`src/rtl/fqd_pkg.sv`:
```
// Shared types and constants for the FIFO queue with delete by value.
`default_nettype none
package fqd_pkg;

   // Default number of queue entries.
   localparam int DEPTH_DEF = 16;

   // Field widths fixed by the interface.
   localparam int HANDLE_W = 32;
   localparam int MODE_W   = 2;
   localparam int LENGTH_W = 5;

   // Operation codes carried in req_mode.
   localparam logic [MODE_W-1:0] MODE_ENQ = 2'd0;
   localparam logic [MODE_W-1:0] MODE_DEQ = 2'd1;
   localparam logic [MODE_W-1:0] MODE_DEL = 2'd2;
   localparam logic [MODE_W-1:0] MODE_LEN = 2'd3;

   // Status codes.
   localparam logic STATUS_OK  = 1'b0;
   localparam logic STATUS_ERR = 1'b1;

   // Commands broadcast from the controller to every cell.
   typedef struct packed {
      logic enq;          // write handle into the first empty cell
      logic shift_all;    // every cell takes its right neighbor (dequeue)
      logic shift_front;  // cells at or past the search front take their neighbor
      logic seek_start;   // set the search front at the head
      logic seek_step;    // advance the search front by one cell
   } cell_ctl_type;

endpackage
`default_nettype wire

```
`src/rtl/fqd_cell.sv`:
```
// One queue cell: holds an entry, its valid flag and the search-front flag.
`default_nettype none
module fqd_cell (
   input  wire                                   clock,
   input  wire                                   reset,
   input  fqd_pkg::cell_ctl_type                 ctl,
   input  wire  [fqd_pkg::HANDLE_W-1:0]          enq_handle,
   input  wire  [fqd_pkg::HANDLE_W-1:0]          key,
   input  wire                                   prev_valid,
   input  wire                                   prev_front,
   input  wire  [fqd_pkg::HANDLE_W-1:0]          next_entry,
   input  wire                                   next_valid,
   output logic [fqd_pkg::HANDLE_W-1:0]          entry,
   output logic                                  valid,
   output logic                                  front,
   output logic                                  hit,
   output logic                                  live
);

   logic [fqd_pkg::HANDLE_W-1:0] entry_ff, entry_in;
   logic                         valid_ff, valid_in;
   logic                         front_ff, front_in;
   logic                         tok;

   // Token sits at the first cell of the front.
   assign tok   = front_ff & ~prev_front;
   assign live  = tok & valid_ff;
   assign hit   = live & (entry_ff == key);
   assign entry = entry_ff;
   assign valid = valid_ff;
   assign front = front_ff;

   // Select next entry and valid flag.
   always_comb begin
      entry_in = entry_ff;
      valid_in = valid_ff;
      if (ctl.enq) begin
         if (!valid_ff && prev_valid) begin
            entry_in = enq_handle;
            valid_in = 1'b1;
         end
      end else if (ctl.shift_all || (ctl.shift_front && front_ff)) begin
         entry_in = next_entry;
         valid_in = next_valid;
      end
   end

   // Move the search front.
   always_comb begin
      front_in = front_ff;
      if (ctl.seek_start) begin
         front_in = 1'b1;
      end else if (ctl.seek_step) begin
         front_in = prev_front;
      end
   end

   always_ff @(posedge clock) begin
      entry_ff <= entry_in;
   end

   always_ff @(posedge clock) begin
      if (reset) begin
         valid_ff <= 1'b0;
         front_ff <= 1'b0;
      end else begin
         valid_ff <= valid_in;
         front_ff <= front_in;
      end
   end

endmodule
`default_nettype wire

```
`src/rtl/fqd_ctrl.sv`:
```
// Controller: handshakes, entry count, delete search sequencing, result register.
`default_nettype none
module fqd_ctrl #(
   parameter int DEPTH = fqd_pkg::DEPTH_DEF
) (
   input  wire                                   clock,
   input  wire                                   reset,
   input  wire                                   req_valid,
   output logic                                  req_stall,
   input  wire  [fqd_pkg::MODE_W-1:0]            req_mode,
   input  wire  [fqd_pkg::HANDLE_W-1:0]          req_handle_in,
   output logic                                  rsp_valid,
   input  wire                                   rsp_stall,
   output logic                                  rsp_status,
   output logic [fqd_pkg::HANDLE_W-1:0]          rsp_handle_out,
   output logic [fqd_pkg::LENGTH_W-1:0]          rsp_length,
   input  wire  [fqd_pkg::HANDLE_W-1:0]          head_entry,
   input  wire                                   any_hit,
   input  wire                                   any_live,
   output fqd_pkg::cell_ctl_type                 ctl,
   output logic [fqd_pkg::HANDLE_W-1:0]          key
);

   localparam int CW = $clog2(DEPTH + 1);
   localparam logic [CW-1:0] CNT_FULL = CW'(DEPTH);
   localparam logic [CW-1:0] CNT_ONE  = CW'(1);

   localparam logic ST_IDLE = 1'b0;
   localparam logic ST_SEEK = 1'b1;

   logic                         state_ff, state_in;
   logic [CW-1:0]                count_ff, count_in;
   logic [fqd_pkg::HANDLE_W-1:0] key_ff, key_in;
   logic                         rsp_valid_ff, rsp_valid_in;
   logic                         rsp_status_ff, rsp_status_in;
   logic [fqd_pkg::HANDLE_W-1:0] rsp_handle_ff, rsp_handle_in;
   logic [fqd_pkg::LENGTH_W-1:0] rsp_length_ff, rsp_length_in;
   logic                         accept;
   logic                         load;
   logic                         full;
   logic                         empty;
   logic                         null_h;
   logic [31:0]                  count_wide;

   assign full   = (count_ff == CNT_FULL);
   assign empty  = (count_ff == '0);
   assign null_h = (req_handle_in == '0);

   // Hold requests while searching or while a result waits.
   assign req_stall = (state_ff != ST_IDLE) | (rsp_valid_ff & rsp_stall);
   assign accept    = req_valid & ~req_stall;

   assign count_wide = 32'(count_in);

   // Decode the operation and drive the cell commands.
   always_comb begin
      state_in      = state_ff;
      count_in      = count_ff;
      key_in        = key_ff;
      ctl           = '0;
      load          = 1'b0;
      rsp_status_in = fqd_pkg::STATUS_ERR;
      rsp_handle_in = '0;
      case (state_ff)
         ST_IDLE: begin
            if (accept) begin
               case (req_mode)
                  fqd_pkg::MODE_ENQ: begin
                     load = 1'b1;
                     if (!null_h && !full) begin
                        ctl.enq       = 1'b1;
                        count_in      = count_ff + CNT_ONE;
                        rsp_status_in = fqd_pkg::STATUS_OK;
                     end
                  end
                  fqd_pkg::MODE_DEQ: begin
                     load = 1'b1;
                     if (!empty) begin
                        ctl.shift_all = 1'b1;
                        count_in      = count_ff - CNT_ONE;
                        rsp_status_in = fqd_pkg::STATUS_OK;
                        rsp_handle_in = head_entry;
                     end
                  end
                  fqd_pkg::MODE_DEL: begin
                     if (!null_h && !empty) begin
                        ctl.seek_start = 1'b1;
                        key_in         = req_handle_in;
                        state_in       = ST_SEEK;
                     end else begin
                        load = 1'b1;
                     end
                  end
                  default: begin
                     load          = 1'b1;
                     rsp_status_in = fqd_pkg::STATUS_OK;
                  end
               endcase
            end
         end
         ST_SEEK: begin
            // Drop the matching cell, give up past the tail, or advance.
            if (any_hit) begin
               ctl.shift_front = 1'b1;
               count_in        = count_ff - CNT_ONE;
               rsp_status_in   = fqd_pkg::STATUS_OK;
               load            = 1'b1;
               state_in        = ST_IDLE;
            end else if (!any_live) begin
               load     = 1'b1;
               state_in = ST_IDLE;
            end else begin
               ctl.seek_step = 1'b1;
            end
         end
         default: begin
            state_in = ST_IDLE;
         end
      endcase
   end

   // Result register: load a beat, clear it once taken.
   always_comb begin
      rsp_valid_in  = rsp_valid_ff & rsp_stall;
      rsp_length_in = rsp_length_ff;
      if (load) begin
         rsp_valid_in  = 1'b1;
         rsp_length_in = count_wide[fqd_pkg::LENGTH_W-1:0];
      end
   end

   always_ff @(posedge clock) begin
      if (reset) begin
         state_ff     <= ST_IDLE;
         count_ff     <= '0;
         rsp_valid_ff <= 1'b0;
      end else begin
         state_ff     <= state_in;
         count_ff     <= count_in;
         rsp_valid_ff <= rsp_valid_in;
      end
   end

   always_ff @(posedge clock) begin
      key_ff        <= key_in;
      rsp_length_ff <= rsp_length_in;
      if (load) begin
         rsp_status_ff <= rsp_status_in;
         rsp_handle_ff <= rsp_handle_in;
      end
   end

   assign key            = key_ff;
   assign rsp_valid      = rsp_valid_ff;
   assign rsp_status     = rsp_status_ff;
   assign rsp_handle_out = rsp_handle_ff;
   assign rsp_length     = rsp_length_ff;

endmodule
`default_nettype wire

```
`src/rtl/fifo_queue_with_delete.sv`:
```
// Top level: bounded FIFO of non-zero handles with delete by value.
//
// Requests arrive on req_ (valid/stall) with req_mode and req_handle_in:
// enqueue, dequeue, delete the oldest matching handle, or length query.
// Every request returns exactly one beat on rsp_ with status, the handle
// removed by a dequeue (zero otherwise) and the entry count afterward.
// The entries live in a row of cells, head in cell 0; each cell shifts
// toward the head on dequeue and on a delete that compacts past the match.
// For enqueue, dequeue and length the result is registered: it shows on rsp_
// the cycle after the request beat, and such requests can follow every cycle
// while rsp_stall is low. Delete walks a search front one cell per cycle from
// the head until it finds a matching handle or passes the last entry; req_stall
// is high while it walks. Reset empties the queue and clears the result valid
// flag; the result fields and cell contents are not cleared. While rsp_stall
// holds a result, req_stall is raised and no new request is taken until the
// result beat is accepted.
`default_nettype none
module fifo_queue_with_delete #(
   parameter int DEPTH = fqd_pkg::DEPTH_DEF
) (
   input  wire                                   clock,
   input  wire                                   reset,
   input  wire                                   req_valid,
   output logic                                  req_stall,
   input  wire  [fqd_pkg::MODE_W-1:0]            req_mode,
   input  wire  [fqd_pkg::HANDLE_W-1:0]          req_handle_in,
   output logic                                  rsp_valid,
   input  wire                                   rsp_stall,
   output logic                                  rsp_status,
   output logic [fqd_pkg::HANDLE_W-1:0]          rsp_handle_out,
   output logic [fqd_pkg::LENGTH_W-1:0]          rsp_length
);

   fqd_pkg::cell_ctl_type        ctl;
   logic [fqd_pkg::HANDLE_W-1:0] key;
   logic [fqd_pkg::HANDLE_W-1:0] entry [DEPTH];
   logic [DEPTH-1:0]             valid;
   logic [DEPTH-1:0]             front;
   logic [DEPTH-1:0]             hit;
   logic [DEPTH-1:0]             live;
   logic                         any_hit;
   logic                         any_live;

   assign any_hit  = |hit;
   assign any_live = |live;

   fqd_ctrl #(
      .DEPTH (DEPTH)
   ) u_ctrl (
      .clock          (clock),
      .reset          (reset),
      .req_valid      (req_valid),
      .req_stall      (req_stall),
      .req_mode       (req_mode),
      .req_handle_in  (req_handle_in),
      .rsp_valid      (rsp_valid),
      .rsp_stall      (rsp_stall),
      .rsp_status     (rsp_status),
      .rsp_handle_out (rsp_handle_out),
      .rsp_length     (rsp_length),
      .head_entry     (entry[0]),
      .any_hit        (any_hit),
      .any_live       (any_live),
      .ctl            (ctl),
      .key            (key)
   );

   // Build the row of cells; the ends see an always-valid left and empty right.
   for (genvar i = 0; i < DEPTH; i++) begin : g_cell
      logic                         pv;
      logic                         pf;
      logic [fqd_pkg::HANDLE_W-1:0] ne;
      logic                         nv;

      if (i == 0) begin : g_head
         assign pv = 1'b1;
         assign pf = 1'b0;
      end else begin : g_body
         assign pv = valid[i-1];
         assign pf = front[i-1];
      end

      if (i == DEPTH - 1) begin : g_tail
         assign ne = '0;
         assign nv = 1'b0;
      end else begin : g_link
         assign ne = entry[i+1];
         assign nv = valid[i+1];
      end

      fqd_cell u_cell (
         .clock      (clock),
         .reset      (reset),
         .ctl        (ctl),
         .enq_handle (req_handle_in),
         .key        (key),
         .prev_valid (pv),
         .prev_front (pf),
         .next_entry (ne),
         .next_valid (nv),
         .entry      (entry[i]),
         .valid      (valid[i]),
         .front      (front[i]),
         .hit        (hit[i]),
         .live       (live[i])
      );
   end

endmodule
`default_nettype wire

```
`config.mk`:
```
export PLATFORM = sky130hd
export DESIGN_NAME = fifo_queue_with_delete
export DESIGN_NICKNAME = d
export VERILOG_FILES = /design/src/rtl/fqd_pkg.sv /design/src/rtl/fqd_cell.sv /design/src/rtl/fqd_ctrl.sv /design/src/rtl/fifo_queue_with_delete.sv
export SDC_FILE = /design/constraint.sdc
export NUM_CORES = 1
export LEC_CHECK = 0
export BUFFER_PORTS_ARGS = -buffer_cell sky130_fd_sc_hd__buf_2
export CELL_PAD_IN_SITES_DETAIL_PLACEMENT = 0
export CELL_PAD_IN_SITES_GLOBAL_PLACEMENT = 2
export CORE_ASPECT_RATIO = 1.1
export CORE_UTILIZATION = 42
export DETAILED_ROUTE_END_ITERATION = 12
export PLACE_DENSITY_LB_ADDON = 0.1
export SETUP_SLACK_MARGIN = 0.3
export SLEW_MARGIN = 20
export SYNTH_ARGS = -nofsm -noshare
export SYNTH_HDL_FRONTEND = slang
export SYNTH_HIERARCHICAL = 1
export SYNTH_SLANG_ARGS = --single-unit
```
`constraint.sdc`:
```
create_clock -name clock -period 5.4 [get_ports clock]
set_input_delay 0.81 -clock clock [delete_from_list [all_inputs] [get_ports clock]]
set_output_delay 0.81 -clock clock [all_outputs]
set_load 0.005 [all_outputs]
```
==> metrics.txt <==
Final Hold Vio Count=0; core area=76000 µm²; maximum fanout along the worst path=32; vias per inst=5.24; area leader, netlist=edfxtp_1; initial drt markers=1044; number of synthesized flops with an enable pin=582; clock tree from TritonCTS=yes; antenna diode count=0; unrepaired setup endpoints after global routing=false; maximum number of pins on one net before global-route repair=104; insertion delay to the later sink of the worst-skew pair=0.61 ns; leading cell types by count after synthesis=edfxtp_1, mux2_2, xor2_1; Worst Tran Pin Value=1.05 ns; dpl ws=0.605 ns; Setup TNS=0 ns; achievable frequency=0.214 GHz; most used standard cell by instance count after synthesis=edfxtp_1; final worst-path setup slack=0.735 ns; Routability Congestion=0.830; Pre-antenna DRT Iters=5; starting density of the core=42.4%; total power divided by cell area=293 nW/µm²; H-tree levels=3; cells along the critical path=xor2_1 > nor4_1 > nand4_1 > nor4_2 > buf_4 > nor4_1 > nand4_1 > and2_1 > buf_4 > a21oi_1 > o21ai_4 > buf_12; post-synth top area share=54.2%; element type at the critical path end=register; post-layout min period=4.66 ns; number of endpoints failing setup at the final stage=0; cts-stage hold buffer count=0; via count of the routed design=18700; root buf cell=clkbuf_16; DRT antenna net count=0; leak pwr=12.6 nW; Wirelength per Cell=21.6 µm; number of nets in the finished design=2524; CP max stage cell=edfxtp_1; clock slew at reported path FFs=0.06 ns; antenna violations before repair=1; crit share post-route=86.4%; total setup buffers inserted after CTS=0; Chip Height=293 µm; post-cts sizing count=0; vias in the first global route=19500; WP data arrival=4.96 ns; Total Wirelength=77.2 mm; worst rel slew slack=30.0%; number of buffers created by CTS=72; Seq cells post-synth=621; cell area after technology mapping=32300 µm²; Async SR Flop Fraction=0%; total gr overflow=0; Main synth FF type=edfxtp_1; IO Count=78; number of port buffers=77; Hold Slack=0.535 ns; Syn-to-layout area delta=15.2%; post-layout total power=10.9 mW; global-route usage over all layers=19.9%; floorplan die area=77900 µm²; fraction of layout cells with a size suffix above 1=32.6%; average size of a mapped cell=14.2 µm²; Peak supply drop=0.179 mV; Crit path largest cell delay=0.86 ns; Chip Width=266 µm; max-slew violations=0; Area contributors post-synth=edfxtp_1, mux2_2, xor2_1; clock sinks=621; WP data required=5.69 ns; clock tree skew after final layout=0.0231 ns; total of warnings raised by yosys=6; portion of the post-synthesis area used by sequential elements=56.6%; status=complete, no violations; worst setup path class=register to register; Detailed Place HPWL=56.0 mm; DRC Markers=0; count of different cell masters after synthesis=52; reported max-cap violation count=0; row count=106; number of buffers between clock root and the deepest sink=3; Post-Syn Instances=2275; worst hold-check path type=register to register; wire length of the first global-routing pass=118 mm; critical path launch point type=register
-- sequential cells by signal (all words and copies together), names as in the netlist --
signal / flops
g_cell.u_cell/entry: 512
u_ctrl/key: 32
u_ctrl/rsp_handle_out: 32
g_cell.u_cell/front: 16
g_cell.u_cell/valid: 16
u_ctrl/count_ff: 5
u_ctrl/rsp_length: 5
u_ctrl/rsp_status: 1
u_ctrl/rsp_valid: 1
u_ctrl/state_ff: 1
-- power breakdown --
group | total (mW) | leakage (nW) | internal, mW | switching (mW)
combinational | 0.709 | 5.86 | 0.314 | 0.395
sequential | 5.46 | 5.60 | 5.38 | 0.0771
clock | 4.73 | 1.11 | 2.78 | 1.95
total | 10.9 | 12.6 | 8.47 | 2.42
-- area by class of cell --
type / instances / area, µm²
Fill cell: 6646 / 38800
Sequential cell: 621 / 18300
Multi-Input combinational cell: 1592 / 13900
Clock buffer: 93 / 1990
Timing Repair Buffer: 173 / 1370
Tap cell: 1026 / 1280
Clock inverter: 36 / 270
Inverter: 24 / 97.6
-- placed cells by master, fill, tap and decap left out, types with 6 or more instances in the layout --
cell type	instances
edfxtp_1	582
mux2_2	512
xor2_1	465
nor4_1	128
clkbuf_16	77
buf_2	77
buf_4	75
nor2_1	72
xnor2_1	48
dfxtp_1	39
nand4_1	38
conb_1	38
nor3_1	37
and2_1	34
nand2_1	24
a21oi_1	23
inv_1	23
buf_12	21
nor4_2	19
nand3_1	18
nor2b_1	18
o21ai_4	17
a211oi_1	17
clkinv_1	16
clkbuf_1	16
nand3b_1	16
mux2i_1	16
clkinv_2	13
nand2b_1	6
o21ai_0	6
-- worst paths after layout --
kind | from | to | slack [ns] | cells after the start
worst max-delay path | u_ctrl/key[31]$_DFFE_PP_ | g_cell[15].u_cell/entry[23]$_DFFE_PP_ | 0.74 | 12
worst min-delay path | g_cell[15].u_cell/valid$_SDFFE_PP0P_ | g_cell[15].u_cell/valid$_SDFFE_PP0P_ | 0.53 | 2
worst max register to register | u_ctrl/key[31]$_DFFE_PP_ | g_cell[15].u_cell/entry[23]$_DFFE_PP_ | 0.74 | 12
worst min register to register | g_cell[15].u_cell/valid$_SDFFE_PP0P_ | g_cell[15].u_cell/valid$_SDFFE_PP0P_ | 0.53 | 2
-- cells by family (layout without fill, tap and decap cells) --
logic type               Yosys count  in the layout  synth area share, %
AO/OA/AOI/OAI                     86             86                 1.78
other                              2             38               0.0233
XOR/XNOR                         513            513                 13.9
multiplexers                     528            528                 18.4
AND/OR/NAND/NOR                  425            425                 7.78
adder cells (fa/ha/maj)            2              2               0.0776
buffers and inverters             98            326                 1.43
flip-flops                       621            621                 56.6
-- stage by stage --
step | instances | utilization, % | area [µm²]
after floorplan | 2311 | - | 32400
after global placement | 3436 | 45.9 | 34900
after detailed placement | 3436 | 45.9 | 34900
after CTS | 3565 | 48.9 | 37200
after global routing | 3565 | 48.9 | 37200
final | 3565 | 48.9 | 37200
-- per-layer routing --
layer	vias to the layer above	share of wire [%]	GRT usage (%)
met5	-	0.017	0
met4	2	1.9	5.13
met3	94	3.7	3.09
met2	314	46	31.5
met1	9328	49	28.5
li1	8941	-	-
-- critical path, delay by kind of cell (launching register included) --
kind | cells | cell delay (ns)
buffers and inverters | 3 | 0.73
AO/OA/AOI/OAI | 2 | 0.43
XOR/XNOR | 1 | 0.15
flip-flops | 1 | 0.86
AND/OR/NAND/NOR | 6 | 2.11
Note: power is estimated with default switching activity, not from simulation.
